--- src/rtl/core/obda_pkg.sv ---
// Shared types, widths and codes for the OFDM block deinterleaver address generator.
`timescale 1ns / 1ps
package obda_pkg;

  localparam int SOFT_W   = 8;   // soft value width
  localparam int CB_W     = 9;   // coded_bits_per_symbol register width
  localparam int BPS_W    = 4;   // bits_per_subcarrier register width
  localparam int POS_W    = 9;   // bit counter and position width
  localparam int SYMNUM_W = 10;  // reported symbol number width
  localparam int N_W      = 10;  // effective coded bits, holds up to 512
  localparam int S_W      = 3;   // group size s, 1..7
  localparam int I_W      = 10;  // first permutation result, up to 517
  localparam int Q_W      = 8;   // quotients of 16*x/N, up to 172
  localparam int DVD_W    = 14;  // divider dividend width, 16*i up to 8272
  localparam int DVS_W    = 10;  // divider divisor width
  localparam int CFG_IDX_W  = 1;
  localparam int CFG_DATA_W = 9;

  localparam int MIN_CODED_BITS     = 48;
  localparam int MAX_CODED_BITS     = 384;
  localparam int DEF_MAX_SYMBOLS    = 1024;

  typedef enum logic [CFG_IDX_W-1:0] {
    REG_CODED_BITS = 1'b0,
    REG_BITS_PER_SC = 1'b1
  } reg_idx_t;

  // divider operand selection
  typedef enum logic [1:0] {
    SEL_Q1 = 2'd0,  // 16*k / N
    SEL_KS = 2'd1,  // k / s
    SEL_KQ = 2'd2,  // (k + q1) mod s
    SEL_Q2 = 2'd3   // 16*i / N
  } div_sel_t;

  typedef struct packed {
    logic signed [SOFT_W-1:0] soft_value;
    logic                     frame_start;
  } in_item_t;

  typedef struct packed {
    logic signed [SOFT_W-1:0] soft_out;
    logic [POS_W-1:0]         position_in_symbol;
    logic [SYMNUM_W-1:0]      symbol_number;
    logic                     symbol_last;
  } out_item_t;

  typedef struct packed {
    reg_idx_t              index;
    logic [CFG_DATA_W-1:0] data;
  } cfg_item_t;

  // controller to datapath
  typedef struct packed {
    logic     load;
    logic     div_start;
    div_sel_t div_sel;
    logic     latch_q1;
    logic     latch_qa;
    logic     calc_i;
    logic     latch_prod;
    logic     out_load;
  } cmd_t;

  // datapath to controller
  typedef struct packed {
    logic div_done;
    logic out_free;
  } sts_t;

endpackage

--- src/rtl/core/obda_in_if.sv ---
// Input item channel: one soft bit and the frame start flag.
`timescale 1ns / 1ps
interface obda_in_if;
  logic               valid;
  logic               ready;
  obda_pkg::in_item_t data;

  modport source (output valid, output data, input ready);
  modport sink (input valid, input data, output ready);
endinterface

--- src/rtl/core/obda_out_if.sv ---
// Result item channel: soft bit, deinterleaved position, symbol number and last flag.
`timescale 1ns / 1ps
interface obda_out_if;
  logic                valid;
  logic                ready;
  obda_pkg::out_item_t data;

  modport source (output valid, output data, input ready);
  modport sink (input valid, input data, output ready);
endinterface

--- src/rtl/core/obda_cfg_if.sv ---
// Configuration write channel: register index and write data.
`timescale 1ns / 1ps
interface obda_cfg_if;
  logic                valid;
  logic                ready;
  obda_pkg::cfg_item_t data;

  modport source (output valid, output data, input ready);
  modport sink (input valid, input data, output ready);
endinterface

--- src/rtl/core/obda_div.sv ---
// Shared restoring divider, one quotient bit per cycle.
`timescale 1ns / 1ps
module obda_div (
  input  logic                       clk,
  input  logic                       rst,
  input  logic                       start,
  input  logic [obda_pkg::DVD_W-1:0] dividend,
  input  logic [obda_pkg::DVS_W-1:0] divisor,
  output logic                       done,
  output logic [obda_pkg::DVD_W-1:0] quot,
  output logic [obda_pkg::DVS_W-1:0] rem
);
  import obda_pkg::*;

  localparam int CNT_W = $clog2(DVD_W);

  logic               busy;
  logic [CNT_W-1:0]   cnt;
  logic [DVD_W-1:0]   dvd;
  logic [DVS_W-1:0]   dsor;
  logic [DVS_W-1:0]   rmd;
  logic [DVS_W:0]     rem_sh;
  logic [DVS_W:0]     diff;

  assign rem_sh = {rmd, dvd[DVD_W-1]};
  assign diff   = rem_sh - {1'b0, dsor};

  always_ff @(posedge clk) begin
    if (rst) begin
      busy <= 1'b0;
      done <= 1'b0;
      cnt  <= '0;
    end else begin
      done <= 1'b0;
      if (start) begin
        busy <= 1'b1;
        cnt  <= '0;
      end else if (busy) begin
        cnt <= cnt + 1'b1;
        if (cnt == CNT_W'(DVD_W - 1)) begin
          busy <= 1'b0;
          done <= 1'b1;
        end
      end
    end
  end

  // dvd shifts out dividend bits and collects quotient bits
  always_ff @(posedge clk) begin
    if (start) begin
      dvd  <= dividend;
      dsor <= divisor;
      rmd  <= '0;
    end else if (busy) begin
      if (!diff[DVS_W]) begin
        rmd <= diff[DVS_W-1:0];
        dvd <= {dvd[DVD_W-2:0], 1'b1};
      end else begin
        rmd <= rem_sh[DVS_W-1:0];
        dvd <= {dvd[DVD_W-2:0], 1'b0};
      end
    end
  end

  assign quot = dvd;
  assign rem  = rmd;

  a_no_restart: assert property (@(posedge clk) disable iff (rst) start |-> !busy)
    else $error("divider started while busy");
  a_done_idle: assert property (@(posedge clk) disable iff (rst) done |-> !busy)
    else $error("divider done while still busy");

endmodule

--- src/rtl/core/obda_dp.sv ---
// Datapath: config registers, bit and symbol counters, permutation arithmetic, output register.
`timescale 1ns / 1ps
module obda_dp #(
  parameter int MAX_SYMBOLS = obda_pkg::DEF_MAX_SYMBOLS
) (
  input  logic                  clk,
  input  logic                  rst,
  input  logic                  cfg_we,
  input  obda_pkg::cfg_item_t   cfg_item,
  input  obda_pkg::in_item_t    in_item,
  input  obda_pkg::cmd_t        cmd,
  output obda_pkg::sts_t        sts,
  input  logic                  out_ready,
  output logic                  out_valid,
  output obda_pkg::out_item_t   out_item
);
  import obda_pkg::*;

  localparam int SC_W = (MAX_SYMBOLS > 1) ? $clog2(MAX_SYMBOLS) : 1;
  localparam logic [SC_W-1:0] SYM_MAX = SC_W'(MAX_SYMBOLS - 1);
  localparam logic [N_W-1:0]  N_MIN   = N_W'(MIN_CODED_BITS);
  localparam logic [N_W-1:0]  N_MAX   = N_W'(MAX_CODED_BITS);

  logic [CB_W-1:0]  coded_bits;
  logic [BPS_W-1:0] bits_per_sc;
  logic [POS_W-1:0] bit_counter;
  logic [SC_W-1:0]  symbol_counter;

  logic [N_W-1:0]   n_eff;
  logic [S_W-1:0]   s_grp;
  logic [POS_W-1:0] k_sel;
  logic [SC_W-1:0]  sym_sel;
  logic             last_sel;

  // per-item registers
  logic signed [SOFT_W-1:0] soft_r;
  logic [POS_W-1:0]         k_r;
  logic [SC_W-1:0]          sym_r;
  logic                     last_r;
  logic [Q_W-1:0]           q1_r;
  logic [POS_W-1:0]         qa_r;
  logic [I_W-1:0]           i_r;
  logic [POS_W-1:0]         prod_r;

  logic [DVD_W-1:0] div_dvd;
  logic [DVS_W-1:0] div_dvs;
  logic             div_done;
  logic [DVD_W-1:0] div_quot;
  logic [DVS_W-1:0] div_rem;
  logic [N_W+Q_W-1:0] prod_full;
  logic [I_W+S_W-1:0] i_full;

  always_ff @(posedge clk) begin
    if (rst) begin
      coded_bits  <= CB_W'(MIN_CODED_BITS);
      bits_per_sc <= BPS_W'(1);
    end else if (cfg_we) begin
      unique case (cfg_item.index)
        REG_CODED_BITS:  coded_bits  <= cfg_item.data[CB_W-1:0];
        REG_BITS_PER_SC: bits_per_sc <= cfg_item.data[BPS_W-1:0];
      endcase
    end
  end

  always_comb begin
    if ({1'b0, coded_bits} < N_MIN)      n_eff = N_MIN;
    else if ({1'b0, coded_bits} > N_MAX) n_eff = N_MAX;
    else                                 n_eff = {1'b0, coded_bits};
    s_grp = (bits_per_sc[BPS_W-1:1] == '0) ? S_W'(1) : bits_per_sc[BPS_W-1:1];
  end

  assign k_sel    = in_item.frame_start ? '0 : bit_counter;
  assign sym_sel  = in_item.frame_start ? '0 : symbol_counter;
  assign last_sel = ({1'b0, k_sel} >= (n_eff - 1'b1));

  always_ff @(posedge clk) begin
    if (rst) begin
      bit_counter    <= '0;
      symbol_counter <= '0;
    end else if (cmd.load) begin
      if (last_sel) begin
        bit_counter <= '0;
        symbol_counter <= (sym_sel < SYM_MAX) ? sym_sel + 1'b1 : sym_sel;
      end else begin
        bit_counter    <= k_sel + 1'b1;
        symbol_counter <= sym_sel;
      end
    end
  end

  always_ff @(posedge clk) begin
    if (cmd.load) begin
      soft_r <= in_item.soft_value;
      k_r    <= k_sel;
      sym_r  <= sym_sel;
      last_r <= last_sel;
    end
  end

  always_comb begin
    unique case (cmd.div_sel)
      SEL_Q1: begin
        div_dvd = DVD_W'({k_r, 4'b0000});
        div_dvs = n_eff;
      end
      SEL_KS: begin
        div_dvd = DVD_W'(k_r);
        div_dvs = DVS_W'(s_grp);
      end
      SEL_KQ: begin
        div_dvd = DVD_W'(k_r) + DVD_W'(q1_r);
        div_dvs = DVS_W'(s_grp);
      end
      SEL_Q2: begin
        div_dvd = DVD_W'({i_r, 4'b0000});
        div_dvs = n_eff;
      end
    endcase
  end

  obda_div u_div (
    .clk      (clk),
    .rst      (rst),
    .start    (cmd.div_start),
    .dividend (div_dvd),
    .divisor  (div_dvs),
    .done     (div_done),
    .quot     (div_quot),
    .rem      (div_rem)
  );

  assign i_full    = s_grp * qa_r + (I_W + S_W)'(div_rem[S_W-1:0]);
  assign prod_full = (n_eff - 1'b1) * div_quot[Q_W-1:0];

  always_ff @(posedge clk) begin
    if (cmd.latch_q1)   q1_r   <= div_quot[Q_W-1:0];
    if (cmd.latch_qa)   qa_r   <= div_quot[POS_W-1:0];
    if (cmd.calc_i)     i_r    <= i_full[I_W-1:0];
    if (cmd.latch_prod) prod_r <= prod_full[POS_W-1:0];
  end

  // output register
  always_ff @(posedge clk) begin
    if (rst) begin
      out_valid <= 1'b0;
    end else if (cmd.out_load) begin
      out_valid <= 1'b1;
    end else if (out_ready) begin
      out_valid <= 1'b0;
    end
  end

  always_ff @(posedge clk) begin
    if (cmd.out_load) begin
      out_item.soft_out           <= soft_r;
      out_item.position_in_symbol <= {i_r[POS_W-5:0], 4'b0000} - prod_r;
      out_item.symbol_number      <= SYMNUM_W'(sym_r);
      out_item.symbol_last        <= last_r;
    end
  end

  assign sts.div_done = div_done;
  assign sts.out_free = !out_valid || out_ready;

endmodule

--- src/rtl/core/obda_ctrl.sv ---
// Controller: sequences the four divisions, the multiplies and the output load per item.
`timescale 1ns / 1ps
module obda_ctrl (
  input  logic            clk,
  input  logic            rst,
  input  logic            in_accept,
  input  obda_pkg::sts_t  sts,
  output obda_pkg::cmd_t  cmd,
  output logic            in_ready
);
  import obda_pkg::*;

  typedef enum logic [7:0] {
    S_IDLE  = 8'b0000_0001,
    S_LOAD  = 8'b0000_0010,
    S_DIV1  = 8'b0000_0100,
    S_DIV2  = 8'b0000_1000,
    S_DIV3  = 8'b0001_0000,
    S_SCALE = 8'b0010_0000,
    S_DIV4  = 8'b0100_0000,
    S_PROD  = 8'b1000_0000
  } state_t;

  state_t state, state_next;

  always_ff @(posedge clk) begin
    if (rst) state <= S_IDLE;
    else     state <= state_next;
  end

  always_comb begin
    state_next = state;
    cmd        = '0;
    cmd.div_sel = SEL_Q1;
    unique case (state)
      S_IDLE: begin
        if (in_accept) begin
          cmd.load   = 1'b1;
          state_next = S_LOAD;
        end
      end
      S_LOAD: begin
        cmd.div_start = 1'b1;
        cmd.div_sel   = SEL_Q1;
        state_next    = S_DIV1;
      end
      S_DIV1: begin
        if (sts.div_done) begin
          cmd.latch_q1  = 1'b1;
          cmd.div_start = 1'b1;
          cmd.div_sel   = SEL_KS;
          state_next    = S_DIV2;
        end
      end
      S_DIV2: begin
        if (sts.div_done) begin
          cmd.latch_qa  = 1'b1;
          cmd.div_start = 1'b1;
          cmd.div_sel   = SEL_KQ;
          state_next    = S_DIV3;
        end
      end
      S_DIV3: begin
        if (sts.div_done) begin
          cmd.calc_i = 1'b1;
          state_next = S_SCALE;
        end
      end
      S_SCALE: begin
        cmd.div_start = 1'b1;
        cmd.div_sel   = SEL_Q2;
        state_next    = S_DIV4;
      end
      S_DIV4: begin
        if (sts.div_done) begin
          cmd.latch_prod = 1'b1;
          state_next     = S_PROD;
        end
      end
      S_PROD: begin
        if (sts.out_free) begin
          cmd.out_load = 1'b1;
          state_next   = S_IDLE;
        end
      end
      default: state_next = S_IDLE;
    endcase
  end

  assign in_ready = (state == S_IDLE);

  a_accept_loads: assert property (@(posedge clk) disable iff (rst)
    in_accept |=> state == S_LOAD)
    else $error("accepted item did not start a permutation");
  a_idle_no_done: assert property (@(posedge clk) disable iff (rst)
    state == S_IDLE |-> !sts.div_done)
    else $error("divider finished with no item in flight");
  a_load_free: assert property (@(posedge clk) disable iff (rst)
    cmd.out_load |-> sts.out_free)
    else $error("output register overwritten while full");

endmodule

--- src/rtl/core/ofdm_block_deinterleaver_address.sv ---
// Top level of the 802.11 OFDM block deinterleaver address generator.
// Flow: an accepted item is loaded, then runs three 14-step divisions of the shared
//   restoring divider, forms i, runs a fourth division and ends with the final
//   subtract into the output register, from which it shows on dout.
// Items: one item is in flight at a time on the single shared divider; a result
//   still held in the output register delays the next item's final subtract.
// Reset (rst, synchronous): counters to zero, config to 48 coded bits and 1 bit per
//   subcarrier, output empty, controller idle.
`timescale 1ns / 1ps
module ofdm_block_deinterleaver_address #(
  parameter int MAX_SYMBOLS = obda_pkg::DEF_MAX_SYMBOLS
) (
  input logic         clk,
  input logic         rst,
  obda_cfg_if.sink    cfg,
  obda_in_if.sink     din,
  obda_out_if.source  dout
);
  import obda_pkg::*;

  cmd_t cmd;
  sts_t sts;
  logic in_ready;
  logic in_accept;

  // Config writes are taken at any time; the user only writes while idle.
  assign cfg.ready = 1'b1;

  // The next item is taken as soon as the controller is back in idle, even if
  // the previous result still sits in the output register.
  assign din.ready = in_ready;
  assign in_accept = din.valid && in_ready;

  // Sequencing: k = bit index (zero on frame start), then
  //   q1 = 16k/N, qa = k/s, r = (k+q1) mod s, i = s*qa + r,
  //   q2 = 16i/N, pos = 16i - (N-1)*q2 (low 9 bits).
  obda_ctrl u_ctrl (
    .clk       (clk),
    .rst       (rst),
    .in_accept (in_accept),
    .sts       (sts),
    .cmd       (cmd),
    .in_ready  (in_ready)
  );

  // Counters advance at accept time; symbol count saturates at MAX_SYMBOLS-1.
  obda_dp #(
    .MAX_SYMBOLS (MAX_SYMBOLS)
  ) u_dp (
    .clk       (clk),
    .rst       (rst),
    .cfg_we    (cfg.valid),
    .cfg_item  (cfg.data),
    .in_item   (din.data),
    .cmd       (cmd),
    .sts       (sts),
    .out_ready (dout.ready),
    .out_valid (dout.valid),
    .out_item  (dout.data)
  );

endmodule
--- src/flat_wrapper.sv ---
// flat-port wrapper written by rule: the top's interface ports become plain ports
module ofdm_block_deinterleaver_address_flat import obda_pkg::*;
#(
  parameter int MAX_SYMBOLS = obda_pkg::DEF_MAX_SYMBOLS
)
  (clk, rst, cfg_valid, cfg_data, cfg_ready, din_valid, din_data, din_ready, dout_valid, dout_data, dout_ready);
  obda_cfg_if cfg_i ();
  obda_in_if din_i ();
  obda_out_if dout_i ();
  input logic clk;
  input logic rst;
  input wire logic [$bits(cfg_i.valid)-1:0] cfg_valid;
  input wire logic [$bits(cfg_i.data)-1:0] cfg_data;
  output wire logic [$bits(cfg_i.ready)-1:0] cfg_ready;
  input wire logic [$bits(din_i.valid)-1:0] din_valid;
  input wire logic [$bits(din_i.data)-1:0] din_data;
  output wire logic [$bits(din_i.ready)-1:0] din_ready;
  output wire logic [$bits(dout_i.valid)-1:0] dout_valid;
  output wire logic [$bits(dout_i.data)-1:0] dout_data;
  input wire logic [$bits(dout_i.ready)-1:0] dout_ready;
  assign cfg_i.valid = cfg_valid;
  assign cfg_i.data = cfg_data;
  assign cfg_ready = cfg_i.ready;
  assign din_i.valid = din_valid;
  assign din_i.data = din_data;
  assign din_ready = din_i.ready;
  assign dout_valid = dout_i.valid;
  assign dout_data = dout_i.data;
  assign dout_i.ready = dout_ready;
  ofdm_block_deinterleaver_address #(.MAX_SYMBOLS(MAX_SYMBOLS)) u_core (.clk(clk), .rst(rst), .cfg(cfg_i), .din(din_i), .dout(dout_i));
endmodule
--- config.mk ---
export PLATFORM = sky130hd
export DESIGN_NAME = ofdm_block_deinterleaver_address_flat
export DESIGN_NICKNAME = d
export VERILOG_FILES = /design/src/rtl/core/obda_pkg.sv /design/src/rtl/core/obda_in_if.sv /design/src/rtl/core/obda_out_if.sv /design/src/rtl/core/obda_cfg_if.sv /design/src/rtl/core/obda_div.sv /design/src/rtl/core/obda_dp.sv /design/src/rtl/core/obda_ctrl.sv /design/src/rtl/core/ofdm_block_deinterleaver_address.sv /design/src/flat_wrapper.sv
export SDC_FILE = /design/constraint.sdc
export NUM_CORES = 1
export LEC_CHECK = 0
export BUFFER_PORTS_ARGS = -buffer_cell sky130_fd_sc_hd__buf_2
export CAP_MARGIN = 20
export CORE_MARGIN = 3
export CORE_UTILIZATION = 40
export CTS_CLUSTER_DIAMETER = 200
export DETAILED_ROUTE_END_ITERATION = 16
export GPL_TIMING_DRIVEN = 0
export PLACE_DENSITY = 0.67
export SLEW_MARGIN = 0
export SYNTH_ARGS = -nofsm -noshare
export SYNTH_HDL_FRONTEND = slang
export SYNTH_SLANG_ARGS = --single-unit
--- constraint.sdc ---
create_clock -name clk -period 13.1 [get_ports clk]
set_input_delay 0.655 -clock clk [delete_from_list [all_inputs] [get_ports clk]]
set_output_delay 0.655 -clock clk [all_outputs]
set_load 0.05 [all_outputs]
# Word-level counts from Yosys, hierarchy flattened
# Index checks and enable logic that the tools add are counted.
# op_classes
mul	2
eq_ne	18
addsub	9
n_shift	0
n_div	0
bitwise_logic	2
n_reduce_logical	14
magnitude_cmp	4
n_mux	39
# ops
operator	n
case mux 8 bit (8 select lines)	1
case mux 14 bit (4 select lines)	1
2-to-1 mux 8 bit	6
2-to-1 mux 10 bit	4
2-to-1 mux 9 bit	4
2-to-1 mux 14 bit	2
case mux 10 bit (2 select lines)	1
2-to-1 mux 1 bit	16
case mux 3 bit (4 select lines)	1
subtractor 11 x 10 -> 11 bit	1
adder 10 x 1 -> 10 bit (second input constant)	1
adder 10 x 3 -> 10 bit	1
adder 9 x 8 -> 10 bit	1
greater-or-equal comparator 9 x 10 -> 1 bit	1
less-than comparator 10 bit (second input constant)	1
multiplier 10 x 9 -> 9 bit	1
multiplier 3 x 9 -> 10 bit	1
inequality test 2 bit (second input constant)	5
subtractor 10 x 1 -> 10 bit (second input constant)	1
subtractor 9 x 1 -> 10 bit (second input constant)	1
adder 9 x 1 -> 9 bit (second input constant)	1
greater-than comparator 9 bit (second input constant)	1
less-than comparator 9 x 6 -> 1 bit (second input constant)	1
subtractor 9 bit	1
other kinds (26)	33
# totals
mem_bits_rw	0
elab_cells	112
inputBits	24
output_inout_bits	31
latchBits	0
n_memories	0
regBits	173
mem_bits_ro	0

# Depth between registers and ports, before layout
# logic_depth
word_depth	6
mapped_depth	23
depth_no_buf	23

# Cells and area by module
# Synthesis repeated with hierarchy kept, for this count alone.
# hier_totals
cells_unflattened	1005
hier_area_um2	10497.6
# by_module_without_submodules
mod	area_per_inst_um2	instances	seq_area_each_um2	cells_each
obda_dp	7785.0	1	3403.3	742
obda_div	2153.3	1	1041.0	187
obda_ctrl	541.8	1	160.2	73
ofdm_block_deinterleaver_address	17.5	1	0.0	3

# Least setup slack after synthesis
# OpenSTA, ideal clock, no wires.
# synth_timing
path_type	flip-flop to flip-flop
startpoint	register u_core.u_dp.coded_bits[4]
endpoint	register u_core.u_dp.prod_r[8], data pin
synth_period_minus_slack_ns	6.220
required_time_ns	12.832
path_slack_ns	6.880
arrival_ns	5.952
setup_ns	0.268
path_stages_with_launch	23
n_path_buf	0
cell_sequence	dfxtp_1 nor3_1 nand3b_1 a31oi_1 nand2_1 ha_1 o21ai_0 xor2_1 nand2_1 fa_1 inv_1 fa_1 ha_1 inv_1 fa_1 inv_1 fa_1 a21o_1 a21oi_1 xnor2_1 xnor2_1 xnor3_1 xnor3_1
# synth_via
elab_chain_len	5
elab_cells_between_ends	6
classes_between	1 x add/sub; 1 x mul; 2 x order compare; 2 x mux
# synth_rtl
item	line_no	text
start: declaration	obda_dp.sv:24	logic [CB_W-1:0] coded_bits;
start signal: assignment	obda_dp.sv:55	coded_bits <= CB_W'(MIN_CODED_BITS);
start signal: assignment	obda_dp.sv:59	REG_CODED_BITS: coded_bits <= cfg_item.data[CB_W-1:0];
greater-than comparator 9 bit	obda_dp.sv:67	else if ({1'b0, coded_bits} > N_MAX) n_eff = N_MAX;
2-to-1 mux 9 bit	obda_dp.sv:67	
2-to-1 mux 9 bit *	obda_dp.sv:66	if ({1'b0, coded_bits} < N_MIN) n_eff = N_MIN;
subtractor 9 x 1 -> 10 bit *	obda_dp.sv:133	assign prod_full = (n_eff - 1'b1) * div_quot[Q_W-1:0];
multiplier 10 x 9 -> 9 bit *	obda_dp.sv:133	
named net u_core.u_dp.prod_full[8]	obda_dp.sv:50	logic [N_W+Q_W-1:0] prod_full;
end signal: assignment	obda_dp.sv:139	if (cmd.latch_prod) prod_r <= prod_full[POS_W-1:0];
end: declaration	obda_dp.sv:43	logic [POS_W-1:0] prod_r;
# Mark *: on every way through the listed nets, which the timed path passes. The rest lies on a longest branch.
# A chain may end at the register's enable or synchronous reset.

# Worst setup path after layout
# layout_timing
startpoint	register u_core.u_dp.coded_bits[0]
endpoint	register u_core.u_dp.prod_r[8], data pin
# The elaborated chain is that of the path after synthesis.

==> summary.txt <==
Timing
  • Measured slew at the worst slew-check pin: 0.971 ns
  • Count of pins over their slew limit: 0
  • Setup TNS: 0 ns
  • Final hold violation count: 0
  • Final Cycle Share: 58.0%
  • Fmax: 132 MHz
  • Final setup fails: 0
  • Fin crit period: 7.59 ns
  • Worst slew margin: 35.0%
  • RSZ-0062 raised after global routing: no
  • Clock Skew: 0.0152 ns

Power
  • P_int: 1.17 mW
  • PwrDens: 158 mW/mm^2
  • Net switching share of the total power: 34.4%
  • Total power: 1.79 mW
  • Max rail drop VDD: 80.3 uV
  • Seq pwr share: 37.5%
  • Cell leakage power: 4.66 nW
  • NetSw: 615 uW
  • Comb pwr share: 34.1%
  • Clock network power share: 28.3%

Clock tree
  • CTS max path bufs: 2
  • Clock Sinks: 171
  • Hold buffers post-CTS: 0
  • Clock-pin slew on the worst setup and hold paths: 0.08 ns
  • TritonCTS Buffers: 17
  • H-tree Lvls: 4
  • Clock Latency Late Sink: 0.44 ns
  • CTS root buffer: clkbuf_16
  • Post-CTS Resized: 0
  • Postcts setup bufs: 0
  • TritonCTS clock tree: yes

Routing
  • Vias: 7328
  • Drt pass-1 iters: 5
  • WL per Instance: 15.9 um
  • Via density: 5.21
  • DRC viols: 0
  • Final ANT Viol Nets: 0
  • Routed wire length: 22.4 mm
  • Initial drt markers: 598

Global route
  • Number of antenna violations at the first check in global routing: 0
  • Vias in the first global route: 7068
  • Tot GR Track Use: 17.3%
  • Global-route wire length before repair: 36.4 mm
  • Largest net degree at the start of global routing: 29
  • Remaining Overflow, GRT: 0

Synth
  • Async SR Flop Fraction: 0%
  • Synth Instances: 996
  • Synthesized area: 0.00999 mm^2
  • Post-synthesis sequential area ratio: 45.8%
  • Net Count, Synth: 1123
  • Prevailing post-synth register cell: edfxtp_1
  • Synth Register Bits: 171
  • Cell variety after synth: 59
  • Post-synth EDFFs: 115
  • Synthesis warning total: 0
  • Synth Area per Inst: 10.0 um^2

Setup path
  • WS Path Type: flip-flop to flip-flop
  • Required @ worst endpoint: 13.26 ns
  • Crit path capture type: flip-flop
  • Crit-path max FO: 11
  • R2R Setup Slk: 5.51 ns
  • Worst EP arrival: 7.76 ns
  • Critical path launch point type: flip-flop

Die
  • Initial Util: 40.9%
  • Chip height: 164 um
  • # IOs: 55
  • Die width: 164 um
  • Number of cell rows: 57
  • Die area: 0.0269 mm^2
  • Core area: 0.0245 mm^2

Layout
  • Fill cells: 2284
  • Cell Count, Final, Fillers Out: 1407
  • Register Area: 0.00457 mm^2
  • Nets: 1197
  • Core Util, Final: 46.2%
  • Layout area overhead: 13.2%
  • Diode count: 0
  • Most common cell after layout, fill and taps aside: nand2_1
  • Footprint of the multi-input gates: 0.00489 mm^2
  • Most frequent cells in the layout: nand2_1, edfxtp_1, inv_1, a21oi_1, ha_1
  • Fraction of layout cells with a size suffix above 1: 9.42%

Placed design
  • GP Congestion: 0.890
  • DP HPWL: 16.5 mm
  • IO buf count: 53
  • DP Cell Count: 1374

Outcome
  • Status: finished, final reports clean

Min path
  • Hold Path Class: input pin to flip-flop

Job
  • Max Cap Viol: 0
[Yosys cell counts, drive strengths merged, types with 9 or more instances]
cell | n | area, um^2
clkbuf | 29 | 109
fa | 29 | 581
nand2b | 17 | 106
nor2 | 54 | 203
o21ai | 34 | 170
inv | 100 | 375
a21o | 9 | 67.6
nor2b | 34 | 213
xnor2 | 41 | 359
nand3 | 21 | 105
ha | 74 | 926
a21oi | 74 | 370
o21bai | 10 | 75.1
mux2i | 12 | 120
and2 | 21 | 131
edfxtp | 115 | 3450
nor3 | 22 | 110
nand2 | 129 | 487
dfxtp | 56 | 1120
xor2 | 15 | 131
[through the flow]
step / worst slack [ns] / cell area (um^2) / hold WS [ns]
2_1_floorplan: 6.88 / 9990 / 0.400
3_3_place_gp: 5.67 / 10700 / 0.401
3_5_place_dp: 5.61 / 10700 / 0.405
4_1_cts: 5.53 / 11300 / 0.364
6_report: 5.51 / 11300 / 0.382
5_1_grt: 5.10 / 11300 / 0.370
[layout make-up]
class,count,share of cell area (%)
multi-input cells,687,43.3
repair buffers,55,2.69
inverters,101,3.35
clock buffers,18,3.79
well taps,324,3.58
clock inverters,14,1.47
flip-flops and latches,171,40.4
plain buffers,37,1.40
[final timing paths]
path,start,end,cells after the start
setup / recovery,u_core.u_dp.coded_bits[0],u_core.u_dp.prod_r[8],22
hold / removal,din_data[8],u_core.u_dp.soft_r[7],1
setup reg to reg,u_core.u_dp.coded_bits[0],u_core.u_dp.prod_r[8],22
hold reg to reg,u_core.u_dp.soft_r[6],u_core.u_dp.out_item[26],0
[registers in the layout (all words and copies together), names as in the netlist]
register	cells
u_core.u_dp.u_div.cnt	4
u_core.u_dp.bits_per_sc	3
u_core.u_dp.bit_counter	9
u_core.u_dp.last_r	1
u_core.u_dp.soft_r	8
u_core.u_dp.sym_r	10
u_core.u_dp.u_div.busy	1
u_core.u_dp.qa_r	9
u_core.u_dp.coded_bits	9
u_core.u_dp.u_div.dsor	9
u_core.u_dp.symbol_counter	10
u_core.u_dp.k_r	9
u_core.u_dp.q1_r	8
u_core.u_dp.u_div.rem	10
u_core.u_dp.out_valid	1
u_core.u_dp.u_div.quot	14
u_core.u_ctrl.state	8
u_core.u_dp.u_div.done	1
u_core.u_dp.prod_r	9
u_core.u_dp.out_item	28
u_core.u_dp.i_r	10
[power groups by stage]
stage	logic, mW	registers (mW)	clock network [mW]
finish	0.611	0.672	0.507
global route	0.683	0.676	0.539
CTS	0.611	0.671	0.517
detailed placement	0.604	0.683	0
global placement	0.581	0.682	0
floorplan	0.464	0.678	0
[logic make-up (layout without fill, tap and decap cells)]
| family | Yosys count | count (layout) | share of synthesized area (%) |
|---|---|---|---|
| other | 1 | 1 | 0.0375 |
| DFF | 171 | 171 | 45.8 |
| adders and majority gates | 103 | 103 | 15.1 |
| muxes | 12 | 12 | 1.20 |
| and+or+nand+nor | 329 | 329 | 15.9 |
| AOI/OAI and AO/OA | 184 | 184 | 11.3 |
| xor gates and xnor gates | 58 | 58 | 5.36 |
| buffers and inverters | 138 | 225 | 5.38 |
[worst max-delay path, cell delays in order (launching register included)]
cell	delay (ns)
dfxtp_1	0.33
nor3_1	0.40
nand3b_1	0.19
a31oi_1	0.46
nand2_1	0.49
ha_1	0.43
o21ai_0	0.23
xor2_1	0.52
nand2_1	0.15
fa_1	0.54
inv_1	0.06
fa_1	0.46
ha_1	0.30
inv_1	0.06
fa_1	0.53
inv_1	0.07
fa_1	0.45
a21o_1	0.20
a21oi_1	0.18
xnor2_1	0.11
xnor2_1	0.27
xnor3_1	0.47
xnor3_1	0.40
[routing by layer]
metal | track usage, % | wire, um | vias up
met5 | 0 | 0 | -
met4 | 6.38 | 585 | 0
met3 | 2.50 | 864 | 39
met2 | 28.4 | 10600 | 171
met1 | 23.3 | 10300 | 3544
li1 | - | - | 3574
No activity file was read; power rests on OpenSTA's default activity.
